`config.mk`:
```
export PLATFORM = sky130hd
export DESIGN_NAME = playfair_digraph_cipher
export DESIGN_NICKNAME = d
export VERILOG_FILES = /design/src/rtl/pf_pkg.sv /design/src/rtl/playfair_digraph_cipher.sv
export SDC_FILE = /design/constraint.sdc
export NUM_CORES = 1
export LEC_CHECK = 0
export BUFFER_PORTS_ARGS = -buffer_cell sky130_fd_sc_hd__buf_2
export CAP_MARGIN = 20
export CORE_UTILIZATION = 46
export DETAILED_ROUTE_END_ITERATION = 7
export PLACE_DENSITY = 0.78
export SETUP_SLACK_MARGIN = 0.4
export SYNTH_ARGS = -nofsm -noshare
export SYNTH_HDL_FRONTEND = slang
export SYNTH_SLANG_ARGS = --single-unit
export TNS_END_PERCENT = 100
```
`constraint.sdc`:
```
create_clock -name clock -period 2.1 [get_ports clock]
set_clock_uncertainty 0.1 [all_clocks]
set_input_delay 0.21 -clock clock [delete_from_list [all_inputs] [get_ports clock]]
set_output_delay 0.21 -clock clock [all_outputs]
set_load 0.02 [all_outputs]
```
`src/rtl/pf_pkg.sv`:
```
// Shared types and constants for the Playfair digraph cipher.
`default_nettype none

package pf_pkg;

   localparam int unsigned LETTER_W = 5;
   localparam int unsigned SQ_DIM   = 5;
   localparam int unsigned ROW_W    = LETTER_W * SQ_DIM;
   localparam int unsigned POS_W    = 3;
   localparam int unsigned CELL_W   = 5;
   localparam int unsigned CSR_IDX_W = 3;

   localparam logic [LETTER_W-1:0] CODE_I = 5'd8;
   localparam logic [LETTER_W-1:0] CODE_J = 5'd9;
   localparam logic [LETTER_W-1:0] CODE_X = 5'd23;
   localparam logic [LETTER_W-1:0] CODE_Y = 5'd24;

   // Register indexes on the configuration port.
   localparam logic [CSR_IDX_W-1:0] CSR_MODE = 3'd0;
   localparam logic [CSR_IDX_W-1:0] CSR_ROW0 = 3'd1;
   localparam logic [CSR_IDX_W-1:0] CSR_ROW4 = 3'd5;

   // Reset square ABCDE / FGHIK / LMNOP / QRSTU / VWXYZ.
   localparam logic [ROW_W-1:0] RESET_ROW0 = 25'd4294688;
   localparam logic [ROW_W-1:0] RESET_ROW1 = 25'd10755269;
   localparam logic [ROW_W-1:0] RESET_ROW2 = 25'd16201099;
   localparam logic [ROW_W-1:0] RESET_ROW3 = 25'd21613104;
   localparam logic [ROW_W-1:0] RESET_ROW4 = 25'd27025109;

   typedef logic [SQ_DIM-1:0][ROW_W-1:0]          rows_type;
   typedef logic [SQ_DIM*SQ_DIM-1:0][LETTER_W-1:0] cells_type;

   typedef struct packed {
      logic [LETTER_W-1:0] first;
      logic [LETTER_W-1:0] second;
      logic                last;
   } digraph_type;

endpackage

`default_nettype wire

```
`src/rtl/playfair_digraph_cipher.sv`:
```
// Playfair digraph cipher: letter pairing, filler insertion and square lookup.
//
// Usage:
//   req_* carries one letter per transfer; req_tlast marks the final letter
//   of a message. rsp_* carries one ciphered digraph per transfer; rsp_tlast
//   marks the final digraph. csr_* writes the mode (index 0) and the five key
//   square rows (indexes 1..5); write it only while the block is idle.
// Path: a digraph completed by a letter goes into the pairing register at the
//   letter transfer, then into the result register as a ciphered digraph once
//   that register is free, with the square lookup between the two registers.
// Throughput: one letter per cycle while the result register is free. A
//   letter that yields two digraphs (a doubled final pair in encrypt mode)
//   holds req_tready low until the first digraph drains to the result register.
// Reset: encrypt mode, the standard square ABCDE/FGHIK/LMNOP/QRSTU/VWXYZ, no
//   letter held, both pipeline registers empty.
// Stall: when rsp_tready is low the result register holds; the pairing
//   register holds its digraphs and req_tready drops once nothing can move.
`default_nettype none

module playfair_digraph_cipher (
   input  wire logic        clock,
   input  wire logic        reset,
   // letter channel
   input  wire logic        req_tvalid,
   output logic             req_tready,
   input  wire logic [7:0]  req_tdata,   // [4:0] letter_in, [7:5] zero
   input  wire logic        req_tlast,   // end_of_text
   // digraph channel
   output logic             rsp_tvalid,
   input  wire logic        rsp_tready,
   output logic [15:0]      rsp_tdata,   // [4:0] first_letter, [9:5] second_letter, [15:10] zero
   output logic             rsp_tlast,   // last_pair
   // configuration
   input  wire logic        csr_valid,
   output logic             csr_ready,
   input  wire logic [2:0]  csr_index,
   input  wire logic [24:0] csr_data
);

   localparam int unsigned LW = pf_pkg::LETTER_W;
   localparam int unsigned PW = pf_pkg::POS_W;

   // configuration registers
   logic               mode_ff;
   pf_pkg::rows_type   rows_ff;
   pf_pkg::cells_type  cells;

   // pairing state
   logic [LW-1:0]      held_letter_ff, held_letter_in;
   logic               held_valid_ff, held_valid_in;

   // pairing register: up to two raw digraphs
   logic [1:0]           pend_cnt_ff, pend_cnt_in;
   pf_pkg::digraph_type  slot0_ff, slot0_in;
   pf_pkg::digraph_type  slot1_ff, slot1_in;

   // result register
   logic                 rsp_valid_ff, rsp_valid_in;
   pf_pkg::digraph_type  rsp_ff, rsp_in;

   logic                 req_xfer;
   logic                 out_free;
   logic                 drain;
   logic [LW-1:0]        letter;
   pf_pkg::digraph_type  new0, new1;
   logic [1:0]           new_cnt;
   logic [2:0]           row_sel;

   assign cells = rows_ff;

   // Filler for a lone letter: X, or Y when the letter is X.
   function automatic logic [LW-1:0] filler_for(input logic [LW-1:0] l);
      return (l == pf_pkg::CODE_X) ? pf_pkg::CODE_Y : pf_pkg::CODE_X;
   endfunction

   function automatic logic [PW-1:0] inc5(input logic [PW-1:0] p);
      return (p == PW'(pf_pkg::SQ_DIM - 1)) ? '0 : p + PW'(1);
   endfunction

   function automatic logic [PW-1:0] dec5(input logic [PW-1:0] p);
      return (p == '0) ? PW'(pf_pkg::SQ_DIM - 1) : p - PW'(1);
   endfunction

   function automatic logic [LW-1:0] cell_at(input pf_pkg::cells_type sq,
                                             input logic [PW-1:0] r,
                                             input logic [PW-1:0] c);
      logic [4:0] idx;
      idx = {2'b00, r} * 5'(pf_pkg::SQ_DIM) + {2'b00, c};
      return sq[idx];
   endfunction

   // Find a letter; the last match in row-major order wins, a miss gives 0,0.
   function automatic logic [2*PW-1:0] locate(input pf_pkg::cells_type sq,
                                              input logic [LW-1:0] l);
      logic [PW-1:0] r;
      logic [PW-1:0] c;
      r = '0;
      c = '0;
      for (int i = 0; i < int'(pf_pkg::SQ_DIM); i++) begin
         for (int j = 0; j < int'(pf_pkg::SQ_DIM); j++) begin
            if (sq[5'(i * int'(pf_pkg::SQ_DIM) + j)] == l) begin
               r = PW'(i);
               c = PW'(j);
            end
         end
      end
      return {r, c};
   endfunction

   function automatic pf_pkg::digraph_type cipher(input pf_pkg::cells_type sq,
                                                  input logic dec,
                                                  input pf_pkg::digraph_type d);
      logic [PW-1:0] r1, c1, r2, c2;
      pf_pkg::digraph_type o;
      {r1, c1} = locate(sq, d.first);
      {r2, c2} = locate(sq, d.second);
      o.last = d.last;
      if (r1 == r2) begin
         o.first  = cell_at(sq, r1, dec ? dec5(c1) : inc5(c1));
         o.second = cell_at(sq, r2, dec ? dec5(c2) : inc5(c2));
      end else if (c1 == c2) begin
         o.first  = cell_at(sq, dec ? dec5(r1) : inc5(r1), c1);
         o.second = cell_at(sq, dec ? dec5(r2) : inc5(r2), c2);
      end else begin
         o.first  = cell_at(sq, r1, c2);
         o.second = cell_at(sq, r2, c1);
      end
      return o;
   endfunction

   // Handshakes: the pairing register takes a letter when it is empty or
   // its single digraph moves to the result register in the same cycle.
   assign out_free   = !rsp_valid_ff || rsp_tready;
   assign drain      = (pend_cnt_ff != 2'd0) && out_free;
   assign req_tready = (pend_cnt_ff == 2'd0) || ((pend_cnt_ff == 2'd1) && out_free);
   assign req_xfer   = req_tvalid && req_tready;
   assign csr_ready  = 1'b1;

   // Pair the incoming letter with the held one.
   always_comb begin
      letter = req_tdata[LW-1:0];
      if (!mode_ff && letter == pf_pkg::CODE_J) begin
         letter = pf_pkg::CODE_I;
      end
      new0           = '{first: held_letter_ff, second: letter, last: req_tlast};
      new1           = '{first: letter, second: filler_for(letter), last: 1'b1};
      new_cnt        = 2'd0;
      held_letter_in = held_letter_ff;
      held_valid_in  = held_valid_ff;
      if (held_valid_ff) begin
         if (!mode_ff && letter == held_letter_ff) begin
            // doubled letter: split it with filler
            new0 = '{first: held_letter_ff, second: filler_for(held_letter_ff),
                     last: 1'b0};
            if (req_tlast) begin
               new_cnt        = 2'd2;
               held_valid_in  = 1'b0;
               held_letter_in = '0;
            end else begin
               new_cnt        = 2'd1;
               held_letter_in = letter;
            end
         end else begin
            new_cnt        = 2'd1;
            held_valid_in  = 1'b0;
            held_letter_in = '0;
         end
      end else if (req_tlast) begin
         // odd final letter: pad it
         new0    = new1;
         new_cnt = 2'd1;
      end else begin
         held_letter_in = letter;
         held_valid_in  = 1'b1;
      end
   end

   // Pairing register and result register next values.
   always_comb begin
      pend_cnt_in  = pend_cnt_ff;
      slot0_in     = slot0_ff;
      slot1_in     = slot1_ff;
      rsp_valid_in = rsp_valid_ff;
      rsp_in       = rsp_ff;
      if (out_free) begin
         rsp_valid_in = (pend_cnt_ff != 2'd0);
         rsp_in       = cipher(cells, mode_ff, slot0_ff);
      end
      if (req_xfer) begin
         // any pending digraph has drained this cycle
         pend_cnt_in = new_cnt;
         slot0_in    = new0;
         slot1_in    = new1;
      end else if (drain) begin
         pend_cnt_in = pend_cnt_ff - 2'd1;
         slot0_in    = slot1_ff;
      end
   end

   assign row_sel = csr_index - pf_pkg::CSR_ROW0;

   // Control and configuration registers.
   always_ff @(posedge clock) begin
      if (reset) begin
         mode_ff        <= 1'b0;
         rows_ff[0]     <= pf_pkg::RESET_ROW0;
         rows_ff[1]     <= pf_pkg::RESET_ROW1;
         rows_ff[2]     <= pf_pkg::RESET_ROW2;
         rows_ff[3]     <= pf_pkg::RESET_ROW3;
         rows_ff[4]     <= pf_pkg::RESET_ROW4;
         held_letter_ff <= '0;
         held_valid_ff  <= 1'b0;
         pend_cnt_ff    <= 2'd0;
         rsp_valid_ff   <= 1'b0;
      end else begin
         if (csr_valid && csr_ready) begin
            if (csr_index == pf_pkg::CSR_MODE) begin
               mode_ff <= csr_data[0];
            end else if (csr_index >= pf_pkg::CSR_ROW0 && csr_index <= pf_pkg::CSR_ROW4) begin
               rows_ff[row_sel] <= csr_data;
            end
         end
         if (req_xfer) begin
            held_letter_ff <= held_letter_in;
            held_valid_ff  <= held_valid_in;
         end
         pend_cnt_ff  <= pend_cnt_in;
         rsp_valid_ff <= rsp_valid_in;
      end
   end

   // Payload registers.
   always_ff @(posedge clock) begin
      slot0_ff <= slot0_in;
      slot1_ff <= slot1_in;
      rsp_ff   <= rsp_in;
   end

   assign rsp_tvalid = rsp_valid_ff;
   assign rsp_tdata  = {6'b0, rsp_ff.second, rsp_ff.first};
   assign rsp_tlast  = rsp_ff.last;

`ifndef SYNTHESIS
   a_cnt_range: assert property (@(posedge clock) disable iff (reset)
      pend_cnt_ff != 2'd3)
      else $error("pairing register count out of range");

   a_full_blocks: assert property (@(posedge clock) disable iff (reset)
      pend_cnt_ff == 2'd2 |-> !req_tready)
      else $error("letter taken while two digraphs pending");

   a_end_clears: assert property (@(posedge clock) disable iff (reset)
      req_xfer && req_tlast |=> !held_valid_ff)
      else $error("letter still held after end of text");

   a_drain_moves: assert property (@(posedge clock) disable iff (reset)
      pend_cnt_ff != 2'd0 && out_free |=> rsp_valid_ff)
      else $error("pending digraph did not reach the result register");
`endif

endmodule

`default_nettype wire
```
# After elaboration in Yosys (flattened, before gate mapping)
# Index checks and enable logic that the tools add are counted.
classes:
  n_addsub: 16
  mul: 4
  magnitude_cmp: 10
  n_eq_ne: 44
  mux: 110
  bitwise_logic: 1
  n_reduce_logical: 22
ops:
  columns: ["op", "count"]
  rows:
  - ["3-bit two-way mux", 68]
  - ["5-bit equality test", 31]
  - ["5-bit binary-select mux with 5-bit select", 6]
  - ["125-bit bitwise mux", 1]
  - ["25-bit demux with 3-bit select", 1]
  - ["5-bit two-way mux", 11]
  - ["11-bit two-way mux", 4]
  - ["5-bit by 6-bit < comparator with 1-bit output, second input constant", 6]
  - ["5-bit by 3-bit adder with 5-bit output", 6]
  - ["25-bit two-way mux", 1]
  - ["3-bit by 3-bit multiplier with 5-bit output, second input constant", 4]
  - ["10-bit two-way mux", 2]
  - ["3-bit zero test", 5]
  - ["3-bit by 1-bit subtractor with 3-bit output, second input constant", 5]
  - ["3-bit by 1-bit adder with 3-bit output, second input constant", 4]
  - ["3-bit equality test, second input constant", 4]
  - ["5-bit equality test, first input constant", 2]
  - ["5-bit equality test, second input constant", 2]
  - ["2-bit two-way mux", 5]
  - ["1-bit two-way mux", 8]
  - ["4-bit two-way mux", 2]
  - ["1-bit logical AND", 7]
  - ["3-bit equality test", 2]
  - ["3-bit by 1-bit >= comparator with 1-bit output, second input constant", 2]
  - ["14 further kinds", 18]
totals:
  ff_bits: 167
  in_bits: 42
  out_inout_bits: 20
  wordCells: 225

# Logic depth before layout (Yosys ltp)
# Gate-level depths: netlist of run 1.
depth:
  depth_word: 25
  mapped_depth: 8

# Least setup slack after synthesis of run 1
# OpenSTA, ideal clock, no wires.
synth_path:
  kind: "register to register"
  start: "reg rsp_valid_ff, in the netlist rsp_tvalid"
  end: "reg held_letter_ff[0]"
  setup_time_ps: 117
  arrival_ps: 1616
  t_required_ps: 1883
  setup_slack_ps: 266
  path_stages_with_launch: 6
  path_buffers: 0
  cell_sequence: "dfxtp_1 nand2b_1 a21o_1 and2_1 and4_4 a32o_2"
synth_between:
  elab_chain_len: 6
synth_lines:
  columns: ["item", "line_no", "source"]
  rows:
  - ["from (decl)", "playfair_digraph_cipher.sv:58", "logic rsp_valid_ff, rsp_valid_in;"]
  - ["from (signal assigned)", "playfair_digraph_cipher.sv:228", "rsp_valid_ff <= rsp_valid_in;"]
  - ["1-bit zero test", "playfair_digraph_cipher.sv:133", "assign out_free = !rsp_valid_ff || rsp_tready;"]
  - ["1-bit logical OR", "playfair_digraph_cipher.sv:133", null]
  - ["1-bit logical AND", "playfair_digraph_cipher.sv:135", "assign req_tready = (pend_cnt_ff == 2'd0) || ((pend_cnt_ff == 2'd1) && out_free);"]
  - ["1-bit logical OR", "playfair_digraph_cipher.sv:135", null]
  - ["named net req_tready", "playfair_digraph_cipher.sv:25", "output logic req_tready,"]
  - ["1-bit logical AND", "playfair_digraph_cipher.sv:136", "assign req_xfer = req_tvalid && req_tready;"]
  - ["2-bit AND reduction (no line)", null, null]
  - ["to (signal assigned)", "playfair_digraph_cipher.sv:224", "held_letter_ff <= held_letter_in;"]
  - ["to (decl)", "playfair_digraph_cipher.sv:49", "logic [LW-1:0] held_letter_ff, held_letter_in;"]
# The timed path passes the listed nets, and every way through them passes these cells.
# A chain may end at the register's enable or synchronous reset.

# Worst setup path in the final report of run 1
layout_path:
  start: "reg mode_ff"
  end: "reg held_letter_ff[0]"
layout_between:
  elab_chain_len: 7
layout_lines:
  columns: ["item", "line_no", "source"]
  rows:
  - ["from (decl)", "playfair_digraph_cipher.sv:44", "logic mode_ff;"]
  - ["from (signal assigned)", "playfair_digraph_cipher.sv:218", "mode_ff <= csr_data[0];"]
  - ["1-bit zero test *", "playfair_digraph_cipher.sv:142, playfair_digraph_cipher.sv:151", null]
  - ["1-bit logical AND", "playfair_digraph_cipher.sv:142", "if (!mode_ff && letter == pf_pkg::CODE_J) begin"]
  - ["5-bit two-way mux", "playfair_digraph_cipher.sv:142", null]
  - ["5-bit equality test", "playfair_digraph_cipher.sv:151", "if (!mode_ff && letter == held_letter_ff) begin"]
  - ["1-bit logical AND", "playfair_digraph_cipher.sv:151", null]
  - ["5-bit two-way mux", "playfair_digraph_cipher.sv:151", null]
  - ["5-bit two-way mux *", "playfair_digraph_cipher.sv:150", "if (held_valid_ff) begin"]
# Every way passes the cells marked *; elsewhere a longest branch is shown, timed or not. The select of a mux whose other input is x is not followed.

==> flow_summary.toml, run 1 <==
[yosys]
ys_warn_count = 0
yosysSeqAreaShare_pct = 43.5
synth_seq_cells = 27
yosys.area.top_type = "dfxtp_1"
synth.distinct_cells = 38
syn_area_per_cell_um2 = 10.4
yosys-top-cells-area = "dfxtp_1 (28%), edfxtp_1 (15%), mux2i_1 (8.5%)"
synth_top_area_share_pct = 28.5
synthArstFlopShare_pct = 0
syn_inst = 135
synth_flop_cell = "dfxtp_1"
synth-edff-count = 7
syn_area_mm2 = 0.00141

[power_and_ir_drop]
power.density_mw_per_mm2 = 751
max-vdd-ir-drop_mv = 0.382
share_comb_of_total_power_pct = 33.1
clockPowerShare_pct = 18.1
p_seq_share_pct = 48.8
leakage_nw = 0.716
p_sw_share_pct = 33.5
total_power_w = 0.00128
p_int_w = 0.000854
switchingPower_w = 0.000430

[worst_setup_path]
slowest_stage = "dfxtp_4"
crit_type = "flop to flop"
arrival_ns = 1.96
critPathMaxStageDelay_ns = 0.41
crit_family = "simple AND/OR/NAND/NOR gates"
critPathCaptureType = "flop"
cp-start-kind = "flop"
critical_path.cell_chain = "nor3_4, mux2i_2, o41ai_4, and4_4, a32o_2"
crit_buf_inv = 0
required_ns = 2.25
worst-path-max-fanout = 7

[floorplanning]
start_util_pct = 49.7
ios = 62
placementRows = 19
die_y_um = 57.3
core_mm2 = 0.00283
die_area_mm2 = 0.00328
fp.dieW_um = 57.3

[cts]
cts.sinks = 27
cts_made_buffers = 3
ctsRootBufferMaster = "clkbuf_4"
cts_tree = "built"
clkSlewWorstSetupHoldPaths_ns = 0.15
cts_buffer_depth = 2
worstSkewPairLatency_ns = 0.33
htree_levels = 1

[routing]
route.detailed.drc = 5
ant_nets = 0
finalWirelength_mm = 2.74
firstDrtPassIters = 6
post_drt_via_cell_ratio = 5.25
wl_per_cell_um = 13.5
vias = 1065
drt_iter0_drc = 29

[global_routing]
grt_pass1_wl_mm = 4.31
grt_max_degree = 17
antenna_found_initial = 0
grt_usage_pct = 17.2
grt_overflow_total = 0
grt_pass1_vias = 1070

[sta]
rsz0062_at_grt = "yes"
hold_viol = 0
whs_ns = 0.00593
max_clock_freq_mhz = 550
slew_viol_final = 0
min_period_over_period_pct = 86.5
tns_ns = 0
min_period_ns = 1.82
setup_viol = 0

[final_layout]
drive_above_1_share_pct = 40.7
syn_to_final_growth_pct = 21.6
diodes = 0
fillers = 240
fin_nets = 220
finalNonFillerCells = 203

[hold_path]
min_path_type = "input pin to flop"

[run_status]
status = "finished, violations left"
violations = "design-rule violations"

[flow_run]
drv_cap = 0

[placed_design]
io_buffers = 36
dpl.hpwl_mm = 1.90
gp_congestion = 0.732
dp.cells = 191
[synthesized netlist by cell type, types with 4 or more instances]
library cell  number
a21oi_1            4
a22o_1             5
buf_4             12
dfxtp_1           20
edfxtp_1           7
ha_1               5
inv_1              7
mux2_2             6
mux2i_1           12
nand2_1            8
nor2_1             7
[area by class of cell]
cell class	count	area (µm²)	share of cell area, %
sequential	27	618	36.2
inverter	7	26.3	1.54
timing repair buffer	45	258	15.1
clock buffer	3	22.5	1.32
tap	31	38.8	2.27
clock inverter	1	7.51	0.439
multi-input combinational	89	738	43.2
[sequential cells by signal, summed over array words and instances, names as in the netlist, 2 cells and up]
signal,cells
cells,10
held_letter_ff,5
rsp_tdata,5
pend_cnt_ff,2
[power groups by stage]
stage                     logic [W]  clock network, W  registers, W
after global routing       0.000460          0.000261      0.000633
after CTS                  0.000380          0.000240      0.000623
after floorplan            0.000258                 0      0.000651
final                      0.000425          0.000232      0.000626
after detailed placement   0.000356                 0      0.000634
after global placement     0.000344                 0      0.000631
[stage by stage]
step	worst slack, ns	instance area, µm²	utilization, %
after detailed placement	0.296	1540	54.4
after CTS	0.341	1650	58.2
after floorplan	0.415	1430	-
after global routing	0.238	1710	60.4
after global placement	0.315	1540	54.4
final	0.283	1710	60.4
[worst min-delay path, stage by stage]
cell and delay, ns:
buf_2 0.08, mux2i_1 0.05, nor2_1 0.08
[final timing paths]
check,cells after the start,startpoint,slack (ns),to
hold / removal,3,csr_data[16],0.006,cells[116]
setup reg to reg,5,mode_ff,0.28,held_letter_ff[0]
setup / recovery,5,mode_ff,0.28,held_letter_ff[0]
hold reg to reg,0,slot0_ff[0],0.34,rsp_tlast
[placed cells by master, fill, tap and decap left out, types with 4 or more instances in the layout]
| cell type | instances |
|---|---|
| nor2_1 | 7 |
| mux2_2 | 6 |
| mux2i_1 | 11 |
| nand2_1 | 8 |
| inv_1 | 7 |
| buf_2 | 36 |
| conb_1 | 7 |
| dlygate4sd3_1 | 4 |
| ha_1 | 4 |
| buf_4 | 5 |
| edfxtp_1 | 7 |
| dfxtp_1 | 16 |
| a22o_1 | 5 |
[kinds of logic (layout without fill, tap and decap cells)]
family	after synthesis	in the layout	share of synthesized area, %
compound gates	20	20	11.0
fa+ha+maj	5	5	4.45
buf+inv	24	56	10.3
other cells	2	7	0.534
mux	18	18	13.4
flops	27	27	43.5
xor+xnor	4	4	2.49
simple gates	35	35	14.3
[routing by layer]
metal	routed length [µm]	GRT usage, %	part of all wire [%]	up-vias
met3	143	4.54	5.2	8
met1	1120	17.6	41	492
met5	0	0	0	-
li1	-	-	-	529
met4	58	6.27	2.1	0
met2	1420	33.1	52	36
[timing repair]
action | CTS | global route
gates cloned | 0 | 0
endpoints found under the setup margin | 6 | 9
hold buffers | 4 | 0
resized for setup | 7 | 8
pin swaps | 4 | 3
hold endpoints to repair | 4 | 0
setup buffers | 1 | 3
(Power assumes the default switching activity.)
==> run 2, diff against run 1 <==
- CELL_PAD_IN_SITES_DETAIL_PLACEMENT: default -> 0
- CELL_PAD_IN_SITES_GLOBAL_PLACEMENT: default -> 1
- CORE_UTILIZATION: 46 -> 34
- PLACE_DENSITY: 0.78 -> default
- PLACE_DENSITY_LB_ADDON: default -> 0.1
- REMOVE_ABC_BUFFERS: default -> 1
==> run 2 against run 1 <==
Compared with the run above:
- the flow now finishes without violations
- via count decreased by 5.2%
- die area is 34% higher
- maximum frequency up 2.0%
- non-clock buffer count down 5
- sequential share of layout area up 0.79 points
==> flow_summary.toml, run 2 (same netlist as run 1, synthesis figures left out) <==
[worst_setup_path]
crit_buf_inv = 0
r2r-end = "held_letter_ff[0]"
critPathMaxStageDelay_ns = 0.39
r2r_setup_slack_ns = 0.32
critPathCaptureType = "flop"
slowest_stage = "o41ai_2"
crit_family = "compound AO/OA/AOI/OAI gates"
required_ns = 2.21
cp-start-kind = "flop"
worst-path-max-fanout = 5
critical_path.cell_chain = "xor2_1, a211o_1, o41ai_2, and4_4, a32o_2"
arrival_ns = 1.89
r2r_cells = 5
r2r_start = "held_letter_ff[2]"
cp_num_cells = 5
crit_type = "flop to flop"

[routing]
finalWirelength_mm = 2.54
wl_per_cell_um = 11.7
vias = 1010
post_drt_via_cell_ratio = 4.65
route.detailed.drc = 0
firstDrtPassIters = 4
ant_nets = 0
drt_iter0_drc = 26

[hold_path]
min_path_type = "input pin to flop"
hold_start = "csr_data[19]"
min_path_cells = 3
hold_path_end = "cells[119]"

[placed_design]
preCtsSetupSlack_ns = 0.261
gp_congestion = 0.749
dpl.hpwl_mm = 1.95
io_buffers = 36

[run_status]
status = "complete, no violations"

[global_routing]
grt_pass1_wl_mm = 4.06
grt_max_degree = 15
grtUsageMet3_pct = 1.55
grt_usage_pct = 12.3
grt_use_met1_pct = 13.6
grt_overflow_total = 0
grt.met2_usage_pct = 23.5
grt-busiest-layer = "met2"
grt_pass1_vias = 955
antenna_found_initial = 0

[sta]
rsz0062_at_grt = "yes"
min_period_ns = 1.78
hold_viol = 0
max_clock_freq_mhz = 561
fin_ws_ns = 0.318
slew_viol_final = 0
setup_viol = 0
tns_ns = 0
min_period_over_period_pct = 84.9

[final_layout]
drive_above_1_share_pct = 35.9
fillers = 434
final_cell_mix = "buf_2 (36), dfxtp_1 (18), mux2i_1 (12)"
syn_to_final_growth_pct = 18.1
fin_nets = 215
final_common_cell = "buf_2"
largest_reg_flops = 10
diodes = 0
multi_input_area_um2 = 702
seq_area_um2 = 613

[power_and_ir_drop]
power.density_mw_per_mm2 = 782
switchingPower_w = 0.000405
p_int_w = 0.000893
max-vdd-ir-drop_mv = 0.198
share_comb_of_total_power_pct = 30.0
p_sw_share_pct = 31.2
leakage_nw = 0.696
clockPowerShare_pct = 22.1
p_seq_share_pct = 47.9

[cts]
worstSkewPairLatency_ns = 0.26
clkSlewWorstSetupHoldPaths_ns = 0.09
postCtsHoldBufs = 0
cts.sinks = 27
cts_made_buffers = 3
cts_buffer_depth = 2
htree_levels = 1
ctsRootBufferMaster = "clkbuf_8"
cts_tree = "built"

[floorplanning]
die_area_mm2 = 0.00439
start_util_pct = 35.4
die_y_um = 66.3
fp.dieW_um = 66.3
placementRows = 23
core_mm2 = 0.00397
ios = 62

[flow_run]
drv_cap = 0
-- run 2: cell count changes in the layout (fill, tap and decap cells not counted), sizes merged --
cell,previous run,this run
dlygate4sd3,4,0
clkinvlp,1,0
clkbuf,3,4
buf,41,40
-- run 2: layer usage --
layer	share of wire (%)	vias to the layer above
met5	0	-
met4	0.79	0
met3	4.8	2
met2	49	25
met1	45	464
li1	-	519
-- run 2: through the flow --
| stage | hold slack [ns] | instances | utilization [%] | total power, W | instance area (µm²) |
|---|---|---|---|---|---|
| final | 0.0624 | 217 | 41.8 | 0.00130 | 1660 |
| after global routing | 0.0525 | 217 | 41.8 | 0.00138 | 1660 |
| after floorplan | 0.179 | 123 | - | 0.000877 | 1310 |
| after CTS | 0.0561 | 216 | 41.3 | 0.00129 | 1640 |
| after detailed placement | 0.319 | 212 | 39.5 | 0.000988 | 1570 |
| after global placement | 0.312 | 212 | 39.5 | 0.000982 | 1570 |
-- run 2: how the worst max path moves through the flow --
| stage | start | to | slack [ns] |
|---|---|---|---|
| detailed placement | req_tdata[2] | held_letter_ff[0] | 0.26 |
| CTS | held_letter_ff[2] | held_letter_ff[0] | 0.31 |
| finish | held_letter_ff[2] | held_letter_ff[0] | 0.32 |
| global route | held_letter_ff[2] | held_letter_ff[0] | 0.26 |
| floorplan | csr_index[0] | cells[100] | 0.21 |
| global placement | req_tdata[2] | held_letter_ff[0] | 0.30 |
-- run 2: area by class of cell --
type                    count  area share [%]
multi-input cells          89            42.3
flip-flops and latches     27            37.0
repair buffers             40            12.7
well taps                  50            3.77
clock buffers               4            2.71
inverters                   7            1.58
-- run 2: power by group through the flow --
stage          clock, W  sequential, W  combinational (W)
2_1_floorplan         0       0.000660           0.000217
3_3_place_gp          0       0.000629           0.000353
3_5_place_dp          0       0.000631           0.000357
4_1_cts        0.000302       0.000621           0.000371
5_1_grt        0.000325       0.000628           0.000429
6_report       0.000287       0.000622           0.000389
-- run 2: timing repair --
item	CTS	global route
setup buffers	0	1
gates resized for setup	5	2
endpoints found under the setup margin	6	7
pin swaps	5	1
-- run 2: tightest hold or removal path, stage by stage --
cell,delay [ns]
buf_2,0.08
mux2i_1,0.05
nand2_1,0.06
